--- src/wsrc_pkg.sv ---
`timescale 1ns / 1ps

package wsrc_pkg;

	typedef enum logic [1:0] {
		ModeTick      = 2'd0,
		ModeCommand   = 2'd1,
		ModeSoftStop  = 2'd2,
		ModeHardStop  = 2'd3
	} mode_t;

	typedef enum logic [1:0] {
		RegStopValue = 2'd0,
		RegFwdLimit  = 2'd1,
		RegBackLimit = 2'd2,
		RegHoldoff   = 2'd3
	} reg_idx_t;

	localparam logic [11:0] StopValueReset = 12'd512;
	localparam logic [11:0] FwdLimitReset  = 12'd640;
	localparam logic [11:0] BackLimitReset = 12'd384;
	localparam logic [3:0]  HoldoffReset   = 4'd3;

	// output buffer depth and its pointer/count widths
	localparam int unsigned OutDepth = 3;
	localparam int unsigned PtrW     = $clog2(OutDepth);
	localparam int unsigned CntW     = $clog2(OutDepth + 1);

	typedef struct packed {
		logic [11:0] stop_value;
		logic [11:0] fwd_limit;
		logic [11:0] back_limit;
		logic [3:0]  holdoff;
	} cfg_t;

	typedef struct packed {
		logic tick;
		logic cmd;   // command accepted and not refused
		logic stop;  // soft or hard stop: clear target
		logic hard;  // hard stop: drive back to stop value
	} lane_ctrl_t;

	typedef struct packed {
		logic               taken;
		logic signed [15:0] target_right;
		logic signed [15:0] target_left;
		logic [11:0]        drive_right;
		logic [11:0]        drive_left;
	} out_item_t;

endpackage

--- src/wsrc_lane.sv ---
`timescale 1ns / 1ps

module wsrc_lane (
	input  logic                clk,
	input  logic                arst_n,
	input  wsrc_pkg::lane_ctrl_t ctrl,
	input  wsrc_pkg::cfg_t      cfg,
	input  logic signed [7:0]   ratio,
	input  logic signed [7:0]   speed,
	input  logic signed [15:0]  measured,
	output logic [11:0]         drive,
	output logic signed [15:0]  target
);
	import wsrc_pkg::*;

	logic [11:0]        drive_q;
	logic [3:0]         hold_q;
	logic signed [15:0] target_q;
	logic               pend_s1;
	logic signed [15:0] num_s1;

	logic signed [15:0] prod;
	logic [15:0]        mag;
	logic [10:0]        mag_div8;
	logic [22:0]        recip_prod;
	logic [8:0]         quot;
	logic signed [15:0] div_target;
	logic signed [15:0] eff_target;

	assign prod = 16'(ratio) * 16'(speed);

	// |num|/40 = (|num|>>3)/5, the /5 by reciprocal 3277/2^14 (exact below 2^14)
	assign mag        = num_s1[15] ? 16'(-num_s1) : num_s1;
	assign mag_div8   = mag[13:3];
	assign recip_prod = 23'(mag_div8) * 23'd3277;
	assign quot       = recip_prod[22:14];
	assign div_target = num_s1[15] ? -$signed(16'(quot)) : $signed(16'(quot));

	// a command taken last cycle is still in num_s1
	assign eff_target = pend_s1 ? div_target : target_q;

	always_ff @(posedge clk or negedge arst_n) begin
		if (!arst_n) begin
			pend_s1  <= 1'b0;
			target_q <= '0;
		end else begin
			pend_s1 <= ctrl.cmd;
			if (ctrl.stop) begin
				target_q <= '0;
			end else if (pend_s1) begin
				target_q <= div_target;
			end
		end
	end

	always_ff @(posedge clk) begin
		if (ctrl.cmd) begin
			num_s1 <= prod + 16'sd20;
		end
	end

	always_ff @(posedge clk or negedge arst_n) begin
		if (!arst_n) begin
			drive_q <= StopValueReset;
			hold_q  <= '0;
		end else if (ctrl.hard) begin
			drive_q <= cfg.stop_value;
		end else if (ctrl.tick) begin
			if (hold_q != 4'd0) begin
				hold_q <= hold_q - 4'd1;
			end else if (eff_target > measured) begin
				if (drive_q < cfg.fwd_limit) begin
					drive_q <= drive_q + 12'd1;
				end
				hold_q <= cfg.holdoff;
			end else if (eff_target < measured) begin
				if (drive_q > cfg.back_limit) begin
					drive_q <= drive_q - 12'd1;
				end
				hold_q <= cfg.holdoff;
			end
		end
	end

	assign drive  = drive_q;
	assign target = eff_target;

endmodule

--- src/wsrc_out_fifo.sv ---
`timescale 1ns / 1ps

module wsrc_out_fifo (
	input  logic                          clk,
	input  logic                          arst_n,
	input  logic                          push,
	input  wsrc_pkg::out_item_t           push_item,
	input  logic                          pop,
	output logic                          not_empty,
	output wsrc_pkg::out_item_t           head_item,
	output logic [wsrc_pkg::CntW-1:0]     count
);
	import wsrc_pkg::*;

	out_item_t         mem_q [OutDepth];
	logic [PtrW-1:0]   wr_q;
	logic [PtrW-1:0]   rd_q;
	logic [CntW-1:0]   count_q;
	logic              do_pop;

	function automatic logic [PtrW-1:0] ptr_next(input logic [PtrW-1:0] p);
		ptr_next = (p == PtrW'(OutDepth - 1)) ? '0 : p + PtrW'(1);
	endfunction

	assign do_pop = pop && (count_q != '0);

	always_ff @(posedge clk or negedge arst_n) begin
		if (!arst_n) begin
			wr_q    <= '0;
			rd_q    <= '0;
			count_q <= '0;
		end else begin
			if (push) begin
				wr_q <= ptr_next(wr_q);
			end
			if (do_pop) begin
				rd_q <= ptr_next(rd_q);
			end
			count_q <= count_q + CntW'(push) - CntW'(do_pop);
		end
	end

	always_ff @(posedge clk) begin
		if (push) begin
			mem_q[wr_q] <= push_item;
		end
	end

	assign not_empty = (count_q != '0);
	assign head_item = mem_q[rd_q];
	assign count     = count_q;

endmodule

--- src/wheel_speed_ramp_controller_unit.sv ---
`timescale 1ns / 1ps
// Path: the result of an item passes the divide stage, then the output buffer write,
// before it is offered on the m side.
// Throughput: one item per cycle while the output buffer has room; each wheel lane updates its
// state in the accept cycle, and a three-entry output buffer holds results that wait to be taken;
// s_tready drops when it has no room. Reset: arst_n clears targets, hold-offs and the buffer,
// puts both drives at 512 and loads the register reset values; no clearing pass.
module wheel_speed_ramp_controller_unit (
	input  logic        clk,
	input  logic        arst_n,
	input  logic        s_tvalid,
	output logic        s_tready,
	// [7:0] steer_value, [15:8] speed_value, [31:16] measured_left,
	// [47:32] measured_right, [48] obstacle_seen, [49] ignore_obstacle,
	// [50] override_obstacle, [51] halted, [55:52] zero
	input  logic [55:0] s_tdata,
	// [1:0] mode
	input  logic [1:0]  s_tuser,
	output logic        m_tvalid,
	input  logic        m_tready,
	// [11:0] drive_left, [23:12] drive_right, [39:24] target_left,
	// [55:40] target_right, [56] command_taken, [63:57] zero
	output logic [63:0] m_tdata,
	input  logic        psel,
	input  logic        penable,
	input  logic        pwrite,
	input  logic [3:0]  paddr,
	input  logic [31:0] pwdata,
	output logic [31:0] prdata,
	output logic        pready
);
	import wsrc_pkg::*;

	cfg_t               cfg_q;
	reg_idx_t           reg_idx;
	logic               cfg_wr;

	mode_t              mode;
	logic signed [7:0]  steer;
	logic signed [7:0]  speed;
	logic signed [15:0] meas_l;
	logic signed [15:0] meas_r;
	logic               obstacle;
	logic               ignore_obs;
	logic               override_obs;
	logic               halted;

	logic               s_acc;
	logic               blocked;
	logic               take;
	logic signed [8:0]  ratio_l_w;
	logic signed [8:0]  ratio_r_w;
	lane_ctrl_t         ctrl;

	logic [11:0]        drive_l;
	logic [11:0]        drive_r;
	logic signed [15:0] target_l;
	logic signed [15:0] target_r;

	logic               valid_s1;
	logic               taken_s1;
	out_item_t          push_item;
	out_item_t          head_item;
	logic [CntW-1:0]    buf_count;

	// configuration port
	assign pready  = 1'b1;
	assign reg_idx = reg_idx_t'(paddr[3:2]);
	assign cfg_wr  = psel && penable && pwrite && pready;

	always_ff @(posedge clk or negedge arst_n) begin
		if (!arst_n) begin
			cfg_q.stop_value <= StopValueReset;
			cfg_q.fwd_limit  <= FwdLimitReset;
			cfg_q.back_limit <= BackLimitReset;
			cfg_q.holdoff    <= HoldoffReset;
		end else if (cfg_wr) begin
			unique case (reg_idx)
				RegStopValue: cfg_q.stop_value <= pwdata[11:0];
				RegFwdLimit:  cfg_q.fwd_limit  <= pwdata[11:0];
				RegBackLimit: cfg_q.back_limit <= pwdata[11:0];
				RegHoldoff:   cfg_q.holdoff    <= pwdata[3:0];
				default: ;
			endcase
		end
	end

	always_comb begin
		unique case (reg_idx)
			RegStopValue: prdata = {20'd0, cfg_q.stop_value};
			RegFwdLimit:  prdata = {20'd0, cfg_q.fwd_limit};
			RegBackLimit: prdata = {20'd0, cfg_q.back_limit};
			RegHoldoff:   prdata = {28'd0, cfg_q.holdoff};
			default:      prdata = '0;
		endcase
	end

	// input item fields
	assign mode         = mode_t'(s_tuser);
	assign steer        = $signed(s_tdata[7:0]);
	assign speed        = $signed(s_tdata[15:8]);
	assign meas_l       = $signed(s_tdata[31:16]);
	assign meas_r       = $signed(s_tdata[47:32]);
	assign obstacle     = s_tdata[48];
	assign ignore_obs   = s_tdata[49];
	assign override_obs = s_tdata[50];
	assign halted       = s_tdata[51];

	// room for the item in flight plus this one
	assign s_tready = (CntW'(buf_count) + CntW'(valid_s1)) < CntW'(OutDepth);
	assign s_acc    = s_tvalid && s_tready;

	assign blocked = obstacle && (drive_l > cfg_q.stop_value) &&
		(drive_r > cfg_q.stop_value) && !ignore_obs && !override_obs;
	assign take    = s_acc && (mode == ModeCommand) && !blocked && !halted;

	// inner wheel ratio is 40 - |steer|
	assign ratio_l_w = steer[7] ? (9'sd40 + 9'(steer)) : 9'sd40;
	assign ratio_r_w = steer[7] ? 9'sd40 : (9'sd40 - 9'(steer));

	always_comb begin
		ctrl.tick = s_acc && (mode == ModeTick);
		ctrl.cmd  = take;
		ctrl.stop = s_acc && ((mode == ModeSoftStop) || (mode == ModeHardStop));
		ctrl.hard = s_acc && (mode == ModeHardStop);
	end

	wsrc_lane u_lane_left (
		.clk      (clk),
		.arst_n   (arst_n),
		.ctrl     (ctrl),
		.cfg      (cfg_q),
		.ratio    (ratio_l_w[7:0]),
		.speed    (speed),
		.measured (meas_l),
		.drive    (drive_l),
		.target   (target_l)
	);

	wsrc_lane u_lane_right (
		.clk      (clk),
		.arst_n   (arst_n),
		.ctrl     (ctrl),
		.cfg      (cfg_q),
		.ratio    (ratio_r_w[7:0]),
		.speed    (speed),
		.measured (meas_r),
		.drive    (drive_r),
		.target   (target_r)
	);

	always_ff @(posedge clk or negedge arst_n) begin
		if (!arst_n) begin
			valid_s1 <= 1'b0;
			taken_s1 <= 1'b0;
		end else begin
			valid_s1 <= s_acc;
			taken_s1 <= take;
		end
	end

	// lane state in the cycle after accept is the state after that item
	always_comb begin
		push_item.taken        = taken_s1;
		push_item.target_right = target_r;
		push_item.target_left  = target_l;
		push_item.drive_right  = drive_r;
		push_item.drive_left   = drive_l;
	end

	wsrc_out_fifo u_out_fifo (
		.clk       (clk),
		.arst_n    (arst_n),
		.push      (valid_s1),
		.push_item (push_item),
		.pop       (m_tready),
		.not_empty (m_tvalid),
		.head_item (head_item),
		.count     (buf_count)
	);

	assign m_tdata = {7'd0, head_item.taken, head_item.target_right, head_item.target_left,
		head_item.drive_right, head_item.drive_left};

	a_no_overflow: assert property (@(posedge clk) disable iff (!arst_n)
		!(valid_s1 && (buf_count == CntW'(OutDepth)) && !m_tready))
		else $error("result pushed into full output buffer");

	a_taken_valid: assert property (@(posedge clk) disable iff (!arst_n)
		taken_s1 |-> valid_s1)
		else $error("command flag without item in flight");

	a_hard_stop: assert property (@(posedge clk) disable iff (!arst_n)
		(s_acc && (mode == ModeHardStop)) |=>
		((drive_l == $past(cfg_q.stop_value)) && (drive_r == $past(cfg_q.stop_value)) &&
		(target_l == 16'sd0) && (target_r == 16'sd0)))
		else $error("hard stop did not park both wheels");

	a_refused: assert property (@(posedge clk) disable iff (!arst_n)
		(s_acc && (mode == ModeCommand) && halted) |=> !taken_s1)
		else $error("command taken while halted");

endmodule

--- config.mk ---
export PLATFORM = sky130hd
export DESIGN_NAME = wheel_speed_ramp_controller_unit
export DESIGN_NICKNAME = d
export VERILOG_FILES = /design/src/wsrc_pkg.sv /design/src/wsrc_lane.sv /design/src/wsrc_out_fifo.sv /design/src/wheel_speed_ramp_controller_unit.sv
export SDC_FILE = /design/constraint.sdc
export NUM_CORES = 1
export LEC_CHECK = 0
export BUFFER_PORTS_ARGS = -buffer_cell sky130_fd_sc_hd__buf_4
export CORE_AREA = 2 2 200 202
export CTS_CLUSTER_DIAMETER = 100
export DETAILED_ROUTE_END_ITERATION = 6
export DIE_AREA = 0 0 202 204
export GPL_ROUTABILITY_DRIVEN = 0
export PLACE_DENSITY = 0.87
export RECOVER_POWER = 50
export SLEW_MARGIN = 20
export SYNTH_ARGS = -nofsm -noshare
export SYNTH_HDL_FRONTEND = slang
export SYNTH_SLANG_ARGS = --single-unit
--- constraint.sdc ---
create_clock -name clk -period 27.5 [get_ports clk]
set_input_delay 2.75 -clock clk [delete_from_list [all_inputs] [get_ports clk]]
set_output_delay 2.75 -clock clk [all_outputs]
set_load 0.02 [all_outputs]
==> results <==
- The ratio of final minimum period to clock period is 0.478.
- The via count of the first global-routing pass is 20000.
- The number of remaining DRC errors is 1.
- The flow ran to the end, but the final reports show violations.
- The fraction of the yosys area taken by sequential cells is 0.342.
- In this run, CTS created clock tree buffers numbering 35.
- Setup repair after global routing left no endpoint under its margin.
- In the final layout, the share of cells above drive strength 1 is 0.102.
- The most common library cell in the layout ignoring fill and taps is sky130_fd_sc_hd__inv_1.
- The largest single stage delay on the critical path is 620 ps.
- Yosys attributes the largest share of cell area to sky130_fd_sc_hd__edfxtp_1 23%, sky130_fd_sc_hd__ha_1 15%, sky130_fd_sc_hd__fa_1 14%.
- The slowest cell on the critical path is sky130_fd_sc_hd__fa_1.
- The initial utilization of the core area, before any placement, comes to 0.661.
- The class of the worst hold path is reg -> reg.
- The antenna diode count is 0.
- The type of the worst setup path is reg -> reg.
- The core footprint is 0.0392 mm².
- For this design, the CTS-stage hold fixing added 0 buffers.
- For the pin with the worst max-slew slack, the measured transition is 3340 ps.
- The worst slew margin relative to its limit is -1.23.
- The estimated wirelength of the detail-placed design is 45800 µm.
- After detailed routing, the total wire length is 61500 µm.
- The most common cell type on the critical path is sky130_fd_sc_hd__a21oi_1.
- The area growth from synthesis to layout is 10.1%.
- In this run the vertical extent of the chip is 204 µm.
- The worst path in the final design needs a cycle of 13150 ps, including I/O delays and setup.
- The first routing iteration left roughly 1800 violations.
- The later pin in the worst-skew pair is clocked with a latency of 540 ps.
- The initial antenna violation count is 0.
- The number of distinct standard cells referenced by the synthesized netlist is 75.
- For this run, asynchronously set or reset flops after synthesis account for 0.358.
- The overall via count from detail_route is about 19000.
- The filler cells instantiated in the layout total 2510.
- Global routing finished with a remaining overflow of 0.
- The count of nets left with antenna violations after detail routing is 0.
- The arrival time at the worst endpoint is about 14000 ps.
- The final count of pins violating max slew is 324.
- The synthesized netlist occupies a cell area of 0.0259 mm².
- The total die area is around 0.041 mm².
- Yosys mapped a number of flops with a built-in enable equal to roughly 200.
- In the final design database the tool counted around 3200 nets.
- The final setup skew is 34.7 ps.
- The depth of the CTS H-tree is 2.
- Row generation in the floorplan step produced between 70 and 80 rows.
- The cell taking the most area after synthesis is sky130_fd_sc_hd__edfxtp_1.
- Synthesis inferred roughly 310 register bits.
- The clock transition at the register clock pins on the worst setup and hold paths after CTS is approximately 70 ps.
- Post-CTS timing repair inserted 0 buffers for setup.
- In the layout the commonest cells are 373 x sky130_fd_sc_hd__inv_1, 314 x sky130_fd_sc_hd__ha_1, 211 x sky130_fd_sc_hd__nand2_1, 201 x sky130_fd_sc_hd__edfxtp_1, 176 x sky130_fd_sc_hd__fa_1.
- The buffer cell driving the clock tree root is sky130_fd_sc_hd__clkbuf_16.
- The number of hold violations in the final report is 0.
- STA classifies the critical path startpoint as a register.
- The number of buffers on the longest clock path is 3.
- The number of violations of the max-capacitance limit is 8.
- The nature of the critical path endpoint is a register.
- The synthesized instance count is 2502.
- The total global routing track utilization is 0.303.
- In the routed layout, each cell is associated on average with a via count of 6.08.
- The total number of clock tree sinks is 313.
- The required time of the critical path is 27960 ps.
- The main flop type after synthesis is sky130_fd_sc_hd__edfxtp_1.
- The count of yosys warnings during synthesis is 0.
- The number of I/O pins is 200.
- In the final routed layout, each cell accounts on average for 19.4 µm.
- The final reports fail on DRC, capacitance limit, slew limit.
- The critical path contains buffers and inverters numbering 2 combined.
- In this run, post-CTS repair resized a total of 0 instances.
- The fraction of synthesized cell area taken by the top area cell type is 0.233.
- The top cell family by delay on the critical path is simple AND/OR/NAND/NOR gates.
- TritonCTS built the clock tree.
- The top achievable clock speed is 76.1 MHz.
- The port buffer count is 145.
- Setup total negative slack on the finished layout was measured at 0 ps.
- The width of the chip is 202 µm.
- Setup violations remaining at the end of the flow were counted as 0.
- The first detailed-routing pass took 7 iterations.
- Dividing the synthesized area by the synthesized cell count gives approximately 10 µm².
- Along the worst path, the maximum fanout reaches 13.
- The first global-routing pass estimated 99400 µm of wire.
- Entering global routing, the biggest net connects 117 pins.
cell usage after synthesis (all sizes together), types with 22 or more instances:
library cell  count
inv             373
ha              314
nand2           211
edfxtp          201
fa              176
o21ai           150
a21oi           109
dfrtp           103
xnor2            87
nor2             85
mux2i            75
clkbuf           66
and2             49
a21o             48
nor3             36
buf              34
and3             32
xor2             31
nand3            30
nor2b            28
nand4            24
mux2             23
nand2b           22
layout make-up:
class	instances	area, µm²	share of cell area
multi-input cells	1742	15300	0.536
flip-flops and latches	313	8860	0.311
inverters	373	1400	0.0491
repair buffers	157	1160	0.0407
clock inverters	15	136	0.00478
clock buffers	49	1020	0.0358
well taps	525	657	0.0230
cell families after synthesis:
logic type / after synthesis / synth area share
muxes: 102 / 0.0425
DFF: 313 / 0.342
AOI/OAI and AO/OA: 451 / 0.110
adders and majority gates: 490 / 0.288
and+or+nand+nor: 553 / 0.105
buffers and inverters: 473 / 0.0726
xor gates and xnor gates: 118 / 0.0402
other: 2 / 0.000290
final timing paths:
kind,from,endpoint,slack [ps],cells past startpoint
max in group asynchronous,arst_n,u_out_fifo.rd_q[1],21810,1
min in group asynchronous,arst_n,u_lane_left.drive[11],3330,1
setup reg to reg,u_lane_left.num_s1[3],u_lane_left.drive[10],14350,46
hold / removal,u_lane_right.hold_q[3],u_lane_right.hold_q[3],540,1
hold reg to reg,u_lane_right.hold_q[3],u_lane_right.hold_q[3],540,1
setup / recovery,u_lane_left.num_s1[3],u_lane_left.drive[10],14350,46
metrics by stage:
stage | setup slack, ps | area (µm²) | instances | hold WS, ps | util
final | 14350 | 28500 | 3174 | 537 | 0.728
after CTS | 14550 | 28600 | 3173 | 518 | 0.729
after global placement | 15120 | 27400 | 3109 | 488 | 0.699
after detailed placement | 14720 | 27400 | 3109 | 508 | 0.699
after global routing | 13830 | 28500 | 3174 | 544 | 0.728
after floorplan | 16370 | 26000 | 2528 | 457 | -
state kept, by name (all words and copies together), names as in the netlist:
register	cells
u_out_fifo.mem_q	171
u_out_fifo.count	2
u_lane_left.num_s1	15
u_lane_left.drive	12
u_out_fifo.rd_q	2
u_lane_right.hold_q	4
valid_s1	1
u_lane_left.target_q	16
u_out_fifo.wr_q	2
cfg_q	40
u_lane_right.pend_s1	1
u_lane_right.drive	12
u_lane_right.num_s1	15
u_lane_left.hold_q	4
u_lane_right.target_q	16
metal layers:
| layer | part of all wire | routed length [µm] | track usage |
|---|---|---|---|
| met1 | 0.38 | 23700 | 0.391 |
| met2 | 0.48 | 29700 | 0.507 |
| met3 | 0.087 | 5340 | 0.0470 |
| met4 | 0.046 | 2810 | 0.138 |
| met5 | 0 | 0 | 0 |
Power is left out: the tool's default activity adds up to more than one toggle a clock period on the data nets, which glitch-free logic cannot reach.
